[config.mk]
export PLATFORM = sky130hd
export DESIGN_NAME = cgl_ctrl
export DESIGN_NICKNAME = d
export VERILOG_FILES = /design/src/sv/cgl_pkg.sv /design/src/sv/cgl_ctrl.sv
export SDC_FILE = /design/constraint.sdc
export NUM_CORES = 1
export LEC_CHECK = 0
export BUFFER_PORTS_ARGS = -buffer_cell sky130_fd_sc_hd__buf_4
export CORE_MARGIN = 5
export CORE_UTILIZATION = 58
export CTS_CLUSTER_DIAMETER = 40
export DETAILED_ROUTE_END_ITERATION = 7
export PLACE_DENSITY = 0.85
export SYNTH_ARGS = -nofsm -noshare
export SYNTH_HDL_FRONTEND = slang
export SYNTH_SLANG_ARGS = --single-unit
[constraint.sdc]
create_clock -name clk_i -period 8.9 [get_ports clk_i]
set_input_delay 1.78 -clock clk_i [delete_from_list [all_inputs] [get_ports clk_i]]
set_output_delay 1.78 -clock clk_i [all_outputs]
set_load 0.05 [all_outputs]
[src/sv/cgl_pkg.sv]
// ---------------------------------------------------------------------------
// cgl_pkg: shared types and constants of the coupled global/local LDPC encoder
// Holds request codes, table and vector indexes, status codes and the
// command and status structs between controller and datapath.
// ---------------------------------------------------------------------------
package cgl_pkg;

  localparam int unsigned MaxEntries    = 4096;
  localparam int unsigned MaxSourceBits = 4096;
  localparam int unsigned MaxParityBits = 1024;
  localparam int unsigned TableCount    = 5;

  localparam int unsigned EntryAw  = $clog2(MaxEntries);
  localparam int unsigned SrcAw    = $clog2(MaxSourceBits);
  localparam int unsigned ParAw    = $clog2(MaxParityBits);
  localparam int unsigned CountW   = EntryAw + 1;
  localparam int unsigned TabAw    = 3;
  localparam int unsigned MemAw    = TabAw + EntryAw;
  localparam int unsigned EntryW   = ParAw + SrcAw;
  localparam int unsigned LenW     = 11;
  localparam int unsigned CfgIdxW  = 2;
  localparam int unsigned CfgDataW = 11;

  // Request codes.
  localparam logic [2:0] ReqLoadEntry = 3'd0;
  localparam logic [2:0] ReqLoadBit   = 3'd1;
  localparam logic [2:0] ReqEncode    = 3'd2;
  localparam logic [2:0] ReqRead      = 3'd3;
  localparam logic [2:0] ReqClear     = 3'd4;

  // Table indexes.
  localparam logic [2:0] TabV = 3'd0;
  localparam logic [2:0] TabW = 3'd1;
  localparam logic [2:0] TabX = 3'd2;
  localparam logic [2:0] TabY = 3'd3;
  localparam logic [2:0] TabZ = 3'd4;

  // Vector and read targets.
  localparam logic [2:0] VecSys    = 3'd0;
  localparam logic [2:0] VecFirst  = 3'd1;
  localparam logic [2:0] VecSecond = 3'd2;
  localparam logic [2:0] RdGlobal  = 3'd0;
  localparam logic [2:0] RdLocal   = 3'd1;

  // Status codes.
  localparam logic [1:0] StOk    = 2'd0;
  localparam logic [1:0] StRange = 2'd1;
  localparam logic [1:0] StFull  = 2'd2;

  // Configuration register indexes.
  localparam logic [CfgIdxW-1:0] CfgLocalCount = 2'd0;
  localparam logic [CfgIdxW-1:0] CfgGlobalLen  = 2'd1;
  localparam logic [CfgIdxW-1:0] CfgLocalLen   = 2'd2;

  // Source of a parity accumulation pass.
  typedef enum logic [1:0] {
    SrcSys    = 2'd0,
    SrcFirst  = 2'd1,
    SrcSecond = 2'd2,
    SrcGlobal = 2'd3
  } src_sel_e;

  // Controller commands to the datapath.
  typedef struct packed {
    logic              clr_start;  // load clear index with zero
    logic              clr_step;   // clear one parity bit of both stores
    logic              rd_entry;   // read entry at table/index
    logic [2:0]        tab;
    logic [EntryAw-1:0] idx;
    logic              acc_en;     // set with rd_entry; unused by the datapath
    src_sel_e          src;
    logic              dst_local;
  } cmd_t;

  // Datapath status to the controller.
  typedef struct packed {
    logic clr_last;
  } sts_t;

endpackage

[src/sv/cgl_ctrl.sv]
// ---------------------------------------------------------------------------
// cgl_ctrl: request controller of the encoder
// Decodes requests, keeps entry counts and sequences the encode passes.
// ---------------------------------------------------------------------------
module cgl_ctrl (
  input  logic                        clk_i,
  input  logic                        rst_ni,
  input  logic                        in_valid_i,
  output logic                        in_stall_o,
  input  logic [2:0]                  req_type_i,
  input  logic [2:0]                  target_i,
  input  logic [11:0]                 row_index_i,
  input  logic [11:0]                 col_index_i,
  output logic                        out_valid_o,
  input  logic                        out_stall_i,
  output logic [1:0]                  status_o,
  output logic                        rd_pending_o,
  input  logic                        local3_i,
  input  logic [cgl_pkg::LenW-1:0]    glen_i,
  input  logic [cgl_pkg::LenW-1:0]    llen_i,
  output cgl_pkg::cmd_t               cmd_o,
  input  cgl_pkg::sts_t               sts_i,
  output logic                        ent_we_o,
  output logic [cgl_pkg::EntryAw-1:0] ent_idx_o,
  output logic                        bit_we_o,
  output logic                        rd_en_o
);
  import cgl_pkg::*;

  typedef enum logic [4:0] {
    StIdle  = 5'b00001,
    StClear = 5'b00010,
    StWalk  = 5'b00100,
    StDrain = 5'b01000,
    StResp  = 5'b10000
  } state_e;

  state_e state_q, state_d;
  logic [CountW-1:0] cnt_q [TableCount];
  logic [2:0]        pass_q, pass_d;     // index into pass order
  logic [EntryAw:0]  idx_q, idx_d;
  logic [1:0]        drain_q, drain_d;
  logic              ov_q;
  logic [1:0]        st_q;
  logic              rd_pend_q;
  logic              accept;

  // Output register free when empty or being taken.
  logic out_free;
  assign out_free   = !ov_q || !out_stall_i;
  assign in_stall_o = !(state_q == StIdle) || !out_free;
  assign accept     = in_valid_i && !in_stall_o;

  // Pass order: V, W, Z, X, Y.
  function automatic logic [2:0] pass_tab(logic [2:0] p);
    logic [2:0] t;
    case (p)
      3'd0:    t = TabV;
      3'd1:    t = TabW;
      3'd2:    t = TabZ;
      3'd3:    t = TabX;
      default: t = TabY;
    endcase
    return t;
  endfunction

  logic [2:0]       cur_tab;
  logic [CountW-1:0] cur_cnt;
  logic              pass_skip;
  assign cur_tab   = pass_tab(pass_q);
  assign cur_cnt   = cnt_q[cur_tab];
  assign pass_skip = (pass_q == 3'd2) && !local3_i;

  // Request decode.
  logic ld_range_bad, ld_full, bit_bad, rd_bad;
  logic [CountW-1:0] tgt_cnt;
  always_comb begin
    tgt_cnt = (target_i < 3'(TableCount)) ? cnt_q[target_i] : '0;
    ld_range_bad = (target_i >= 3'(TableCount)) || (row_index_i >= 12'(MaxParityBits)) ||
                   ((target_i == TabY) ? (col_index_i >= 12'(MaxParityBits))
                                       : ({1'b0, col_index_i} >= 13'(MaxSourceBits)));
    ld_full = (tgt_cnt >= CountW'(MaxEntries));
    bit_bad = (target_i > VecSecond) || ({1'b0, col_index_i} >= 13'(MaxSourceBits));
    rd_bad  = !(((target_i == RdGlobal) && ({1'b0, row_index_i} <
                  ((glen_i > 11'(MaxParityBits)) ? 13'(MaxParityBits) : 13'(glen_i)))) ||
                ((target_i == RdLocal) && ({1'b0, row_index_i} <
                  ((llen_i > 11'(MaxParityBits)) ? 13'(MaxParityBits) : 13'(llen_i)))));
  end

  assign ent_we_o  = accept && (req_type_i == ReqLoadEntry) && !ld_range_bad && !ld_full;
  assign ent_idx_o = tgt_cnt[EntryAw-1:0];
  assign bit_we_o  = accept && (req_type_i == ReqLoadBit) && !bit_bad;
  assign rd_en_o   = accept && (req_type_i == ReqRead) && !rd_bad;

  // Next state and commands.
  always_comb begin
    state_d = state_q;
    pass_d  = pass_q;
    idx_d   = idx_q;
    drain_d = drain_q;
    cmd_o   = '0;
    cmd_o.tab = cur_tab;
    cmd_o.idx = idx_q[EntryAw-1:0];
    cmd_o.src = (pass_q == 3'd0 || pass_q == 3'd3) ? SrcSys :
                (pass_q == 3'd1) ? SrcFirst : (pass_q == 3'd2) ? SrcSecond : SrcGlobal;
    cmd_o.dst_local = (pass_q >= 3'd3);
    case (state_q)
      StIdle: begin
        if (accept && req_type_i == ReqEncode) begin
          cmd_o.clr_start = 1'b1;
          state_d = StClear;
        end
      end
      StClear: begin
        cmd_o.clr_step = 1'b1;
        if (sts_i.clr_last) begin
          state_d = StWalk;
          pass_d  = '0;
          idx_d   = '0;
        end
      end
      StWalk: begin
        if (pass_skip || {1'b0, idx_q} >= (EntryAw+1)'(cur_cnt)) begin
          // Let the pipeline empty so Y sees the finished global parity.
          state_d = StDrain;
          drain_d = '0;
        end else begin
          cmd_o.rd_entry = 1'b1;
          cmd_o.acc_en   = 1'b1;
          idx_d = idx_q + 1'b1;
        end
      end
      StDrain: begin
        drain_d = drain_q + 1'b1;
        if (drain_q == 2'd3) begin
          idx_d = '0;
          if (pass_q == 3'd4) begin
            state_d = StResp;
          end else begin
            pass_d  = pass_q + 1'b1;
            state_d = StWalk;
          end
        end
      end
      StResp: begin
        if (out_free) begin
          state_d = StIdle;
        end
      end
      default: state_d = StIdle;
    endcase
  end

  always_ff @(posedge clk_i or negedge rst_ni) begin
    if (!rst_ni) begin
      state_q   <= StIdle;
      pass_q    <= '0;
      idx_q     <= '0;
      drain_q   <= '0;
      ov_q      <= 1'b0;
      st_q      <= StOk;
      rd_pend_q <= 1'b0;
      for (int i = 0; i < TableCount; i++) cnt_q[i] <= '0;
    end else begin
      state_q <= state_d;
      pass_q  <= pass_d;
      idx_q   <= idx_d;
      drain_q <= drain_d;
      if (ov_q && !out_stall_i) ov_q <= 1'b0;
      // Result of a transaction other than encode.
      if (accept && req_type_i != ReqEncode) begin
        ov_q      <= 1'b1;
        rd_pend_q <= (req_type_i == ReqRead) && !rd_bad;
        case (req_type_i)
          ReqLoadEntry: st_q <= ld_range_bad ? StRange : (ld_full ? StFull : StOk);
          ReqLoadBit:   st_q <= bit_bad ? StRange : StOk;
          ReqRead:      st_q <= rd_bad ? StRange : StOk;
          ReqClear:     st_q <= StOk;
          default:      st_q <= StRange;
        endcase
      end
      if (state_q == StResp && out_free) begin
        ov_q      <= 1'b1;
        rd_pend_q <= 1'b0;
        st_q      <= StOk;
      end
      if (ent_we_o) cnt_q[target_i] <= cnt_q[target_i] + 1'b1;
      if (accept && req_type_i == ReqClear) begin
        for (int i = 0; i < TableCount; i++) cnt_q[i] <= '0;
      end
    end
  end

  assign out_valid_o  = ov_q;
  assign status_o     = st_q;
  assign rd_pending_o = rd_pend_q;

endmodule

==> impl_metrics.py <==
metrics = {
    "floorplan": {
        "start_util_pct": 60.0,
        "die_h_um": 114,
        "rows": 37,
        "fp.dieW_um": 114,
        "ios": 100,
        "fp.dieArea_um2": 12900,
        "core-area_um2": 10400,
    },
    "cts": {
        "cts-root-buf": "clkbuf_8",
        "h-tree-depth": 3,
        "cts_buffers": 9,
        "cts_resized": 0,
        "clock_latency_ns": 0.38,
        "postCtsSetupBuffers": 0,
        "cts_hold_buf": 0,
        "cts_tree": "built",
        "clk_pin_slew_ns": 0.10,
        "cts_sinks": 92,
        "cts_buffer_depth": 2,
    },
    "power": {
        "power.leakage_nw": 3.23,
        "power_density_nw_per_um2": 233,
        "total_power_mw": 1.64,
        "ir_drop_uv": 219,
    },
    "critical_path": {
        "cp_data_required_time_ns": 7.12,
        "path_cells": "inv_1 -> ha_1 -> inv_1 -> a21oi_1 -> nor2_1 -> nor2_1 -> a221oi_1 -> a21oi_1 -> ha_1 -> a21o_1 -> a211oi_1 -> o21ai_0 -> a221oi_4 -> buf_4",
        "crit_fanout": 14,
        "cp.arrival_ns": 4.69,
        "crit_family": "compound AO/OA/AOI/OAI gates",
        "reg2reg_depth": 16,
        "critPathLaunchType": "flip-flop",
        "crit_type": "flip-flop to output port",
        "crit_buf_inv": 3,
        "cpPeakStageDelay_ns": 0.66,
        "crit_slowest_cell": "nor2_1",
        "regToRegStartpoint": "pass_q[0]",
        "cp-end-kind": "output port",
        "rrSetupSlack_ns": 4.05,
        "r2r_end": "idx_q[9]",
    },
    "global_routing": {
        "grt_pass1_wl_um": 27200,
        "grt_usage_pct": 26.2,
        "antenna_found_initial": 0,
        "grt_overflow": 0,
        "first_global_vias": 5566,
        "grt_max_degree": 66,
    },
    "timing": {
        "clock_skew_ns": 0.0122,
        "max-slew-margin-rel_pct": 26.0,
        "tns_ns": 0,
        "drv_slew": 0,
        "worst_pin_slew_ns": 1.11,
        "fmax_ghz": 0.155,
        "rsz0062_at_grt": "false",
        "min_period_over_period_pct": 72.7,
        "fin_crit_ns": 6.47,
        "setup-violations-final": 0,
        "fin_ws_ns": 2.43,
        "final_hold_viol_count": 0,
    },
    "outcome": {
        "status": "finished clean",
    },
    "yosys": {
        "syn_nets": 786,
        "syn-cell-area_um2": 6240,
        "synth_cells": 687,
        "synth_area_leaders": "dfrtp_1 (36%), ha_1 (8.2%), mux2i_1 (7.1%)",
        "yosysSeqAreaShare_pct": 36.9,
        "netlist-cell-type-count": 70,
        "synth_top_area_share_pct": 36.5,
        "synth_mux_area_share_pct": 7.59,
        "synth.most_common_cell": "dfrtp_1",
        "netlist_top_cells_count": "dfrtp_1 (91), o21ai_0 (82), nand3_1 (68), nand2_1 (50), mux2i_1 (44)",
        "ys_seq_elements": 92,
        "synth-edff-count": 0,
        "synth_fa_ha_area_share_pct": 8.21,
        "synth_area_leader_cell": "dfrtp_1",
        "synth_compound_area_share_pct": 20.8,
        "synth_xor_area_share_pct": 2.24,
        "synth_ff_type": "dfrtp_1",
        "async_flop_share_pct": 100,
        "postSynthAreaPerCell_um2": 9.09,
        "synthSimpleGateAreaFrac_pct": 18.6,
        "yosys_warnings": 0,
        "synth_top_family_by_area": "compound AO/OA/AOI/OAI gates",
    },
    "placement": {
        "gp_congestion": 0.884,
        "hpwl_um": 12000,
        "numPortBuffers": 89,
        "pre_cts_slack_ns": 3.00,
        "dp.cells": 867,
    },
    "finish": {
        "layout-drive-gt1-share_pct": 18.0,
        "finalNetCount": 841,
        "area_growth_pct": 12.7,
        "stdcell_count": 882,
        "insertedDiodeCount": 0,
    },
    "detailed_routing": {
        "met2WireLength_um": 8350,
        "ant_nets": 0,
        "wirelength_um": 17100,
        "drtPass1Iterations": 7,
        "drt-initial-drc-count": 523,
        "via_count": 5691,
        "wire_per_inst_um": 19.4,
        "wl_met1_um": 6880,
        "drc": 0,
        "vias_per_cell": 6.45,
        "wl_met3_um": 1420,
        "highest_layer": "met4",
    },
    "min_path": {
        "hold_class": "flip-flop to flip-flop",
        "hold_depth": 2,
        "holdPathEnd": "status_o[0]",
        "hp-start": "status_o[0]",
    },
    "job": {
        "max-cap-violations": 0,
    },
}
[per-layer routing]
metal	global-route usage, %	vias up
met1	33.6	2744
li1	-	2631
met5	0	-
met4	10.1	0
met2	43.9	267
met3	5.04	49
[cell families after synthesis]
group	after synthesis
buffers and inverters	69
flip-flops	92
AND/OR/NAND/NOR	219
multiplexers	47
XOR/XNOR	16
adder cells (fa/ha/maj)	41
AO/OA/AOI/OAI	203
[power breakdown]
| part | internal (mW) | total, mW | switching (mW) |
|---|---|---|---|
| clock | 0.132 | 0.297 | 0.165 |
| combinational | 0.290 | 0.854 | 0.564 |
| sequential | 0.450 | 0.487 | 0.0374 |
[flip-flops by register name, indices dropped and copies added (netlist names)]
| register | count |
|---|---|
| cnt_q | 65 |
| rd_pending_o | 1 |
| drain_q | 2 |
| status_o | 2 |
| state_q | 5 |
| idx_q | 13 |
| pass_q | 3 |
| out_valid_o | 1 |
[cell type report]
type | instances | area [um^2]
Fill cell | 826 | 3380
Timing Repair Buffer | 95 | 713
Multi-Input combinational cell | 526 | 3590
Inverter | 18 | 67.6
Tap cell | 136 | 170
Sequential cell | 92 | 2300
Clock buffer | 9 | 124
Clock inverter | 6 | 71.3
[worst max-delay path by stage]
stage	start	end	cells after the start
CTS	pass_q[0]	cmd_o[3]	14
detailed placement	pass_q[0]	cmd_o[3]	14
floorplan	pass_q[2]	cmd_o[19]	15
global placement	pass_q[0]	cmd_o[3]	14
global route	pass_q[0]	cmd_o[3]	14
finish	pass_q[0]	cmd_o[3]	14
[cell usage in the layout, fill, tap and decap left out, types with 5 or more instances in the layout]
| master | count |
|---|---|
| buf_4 | 95 |
| dfrtp_1 | 91 |
| o21ai_0 | 82 |
| nand3_1 | 68 |
| nand2_1 | 50 |
| mux2i_1 | 44 |
| nor2_1 | 41 |
| ha_1 | 41 |
| a21oi_1 | 33 |
| inv_1 | 15 |
| o21ai_1 | 13 |
| a21o_1 | 13 |
| clkbuf_8 | 9 |
| or3_1 | 8 |
| a221oi_1 | 8 |
| xnor2_1 | 8 |
| xor2_1 | 8 |
| and3_1 | 7 |
| o221ai_1 | 5 |
| o22ai_1 | 5 |
| a211oi_1 | 5 |
[worst min-delay path: cells and delay by family (launching register included)]
family	cells	cell delay (ns)
AND/OR/NAND/NOR	1	0.05
flip-flops	1	0.36
AO/OA/AOI/OAI	1	0.06
[through the flow]
step	cell area, um^2	utilization, %	hold slack (ns)
global route	7040	67.6	0.542
finish	7040	67.6	0.505
floorplan	6240	-	0.466
detailed placement	6840	65.7	0.489
global placement	6840	65.7	0.479
CTS	7040	67.6	0.510
(Power assumes the default switching activity.)
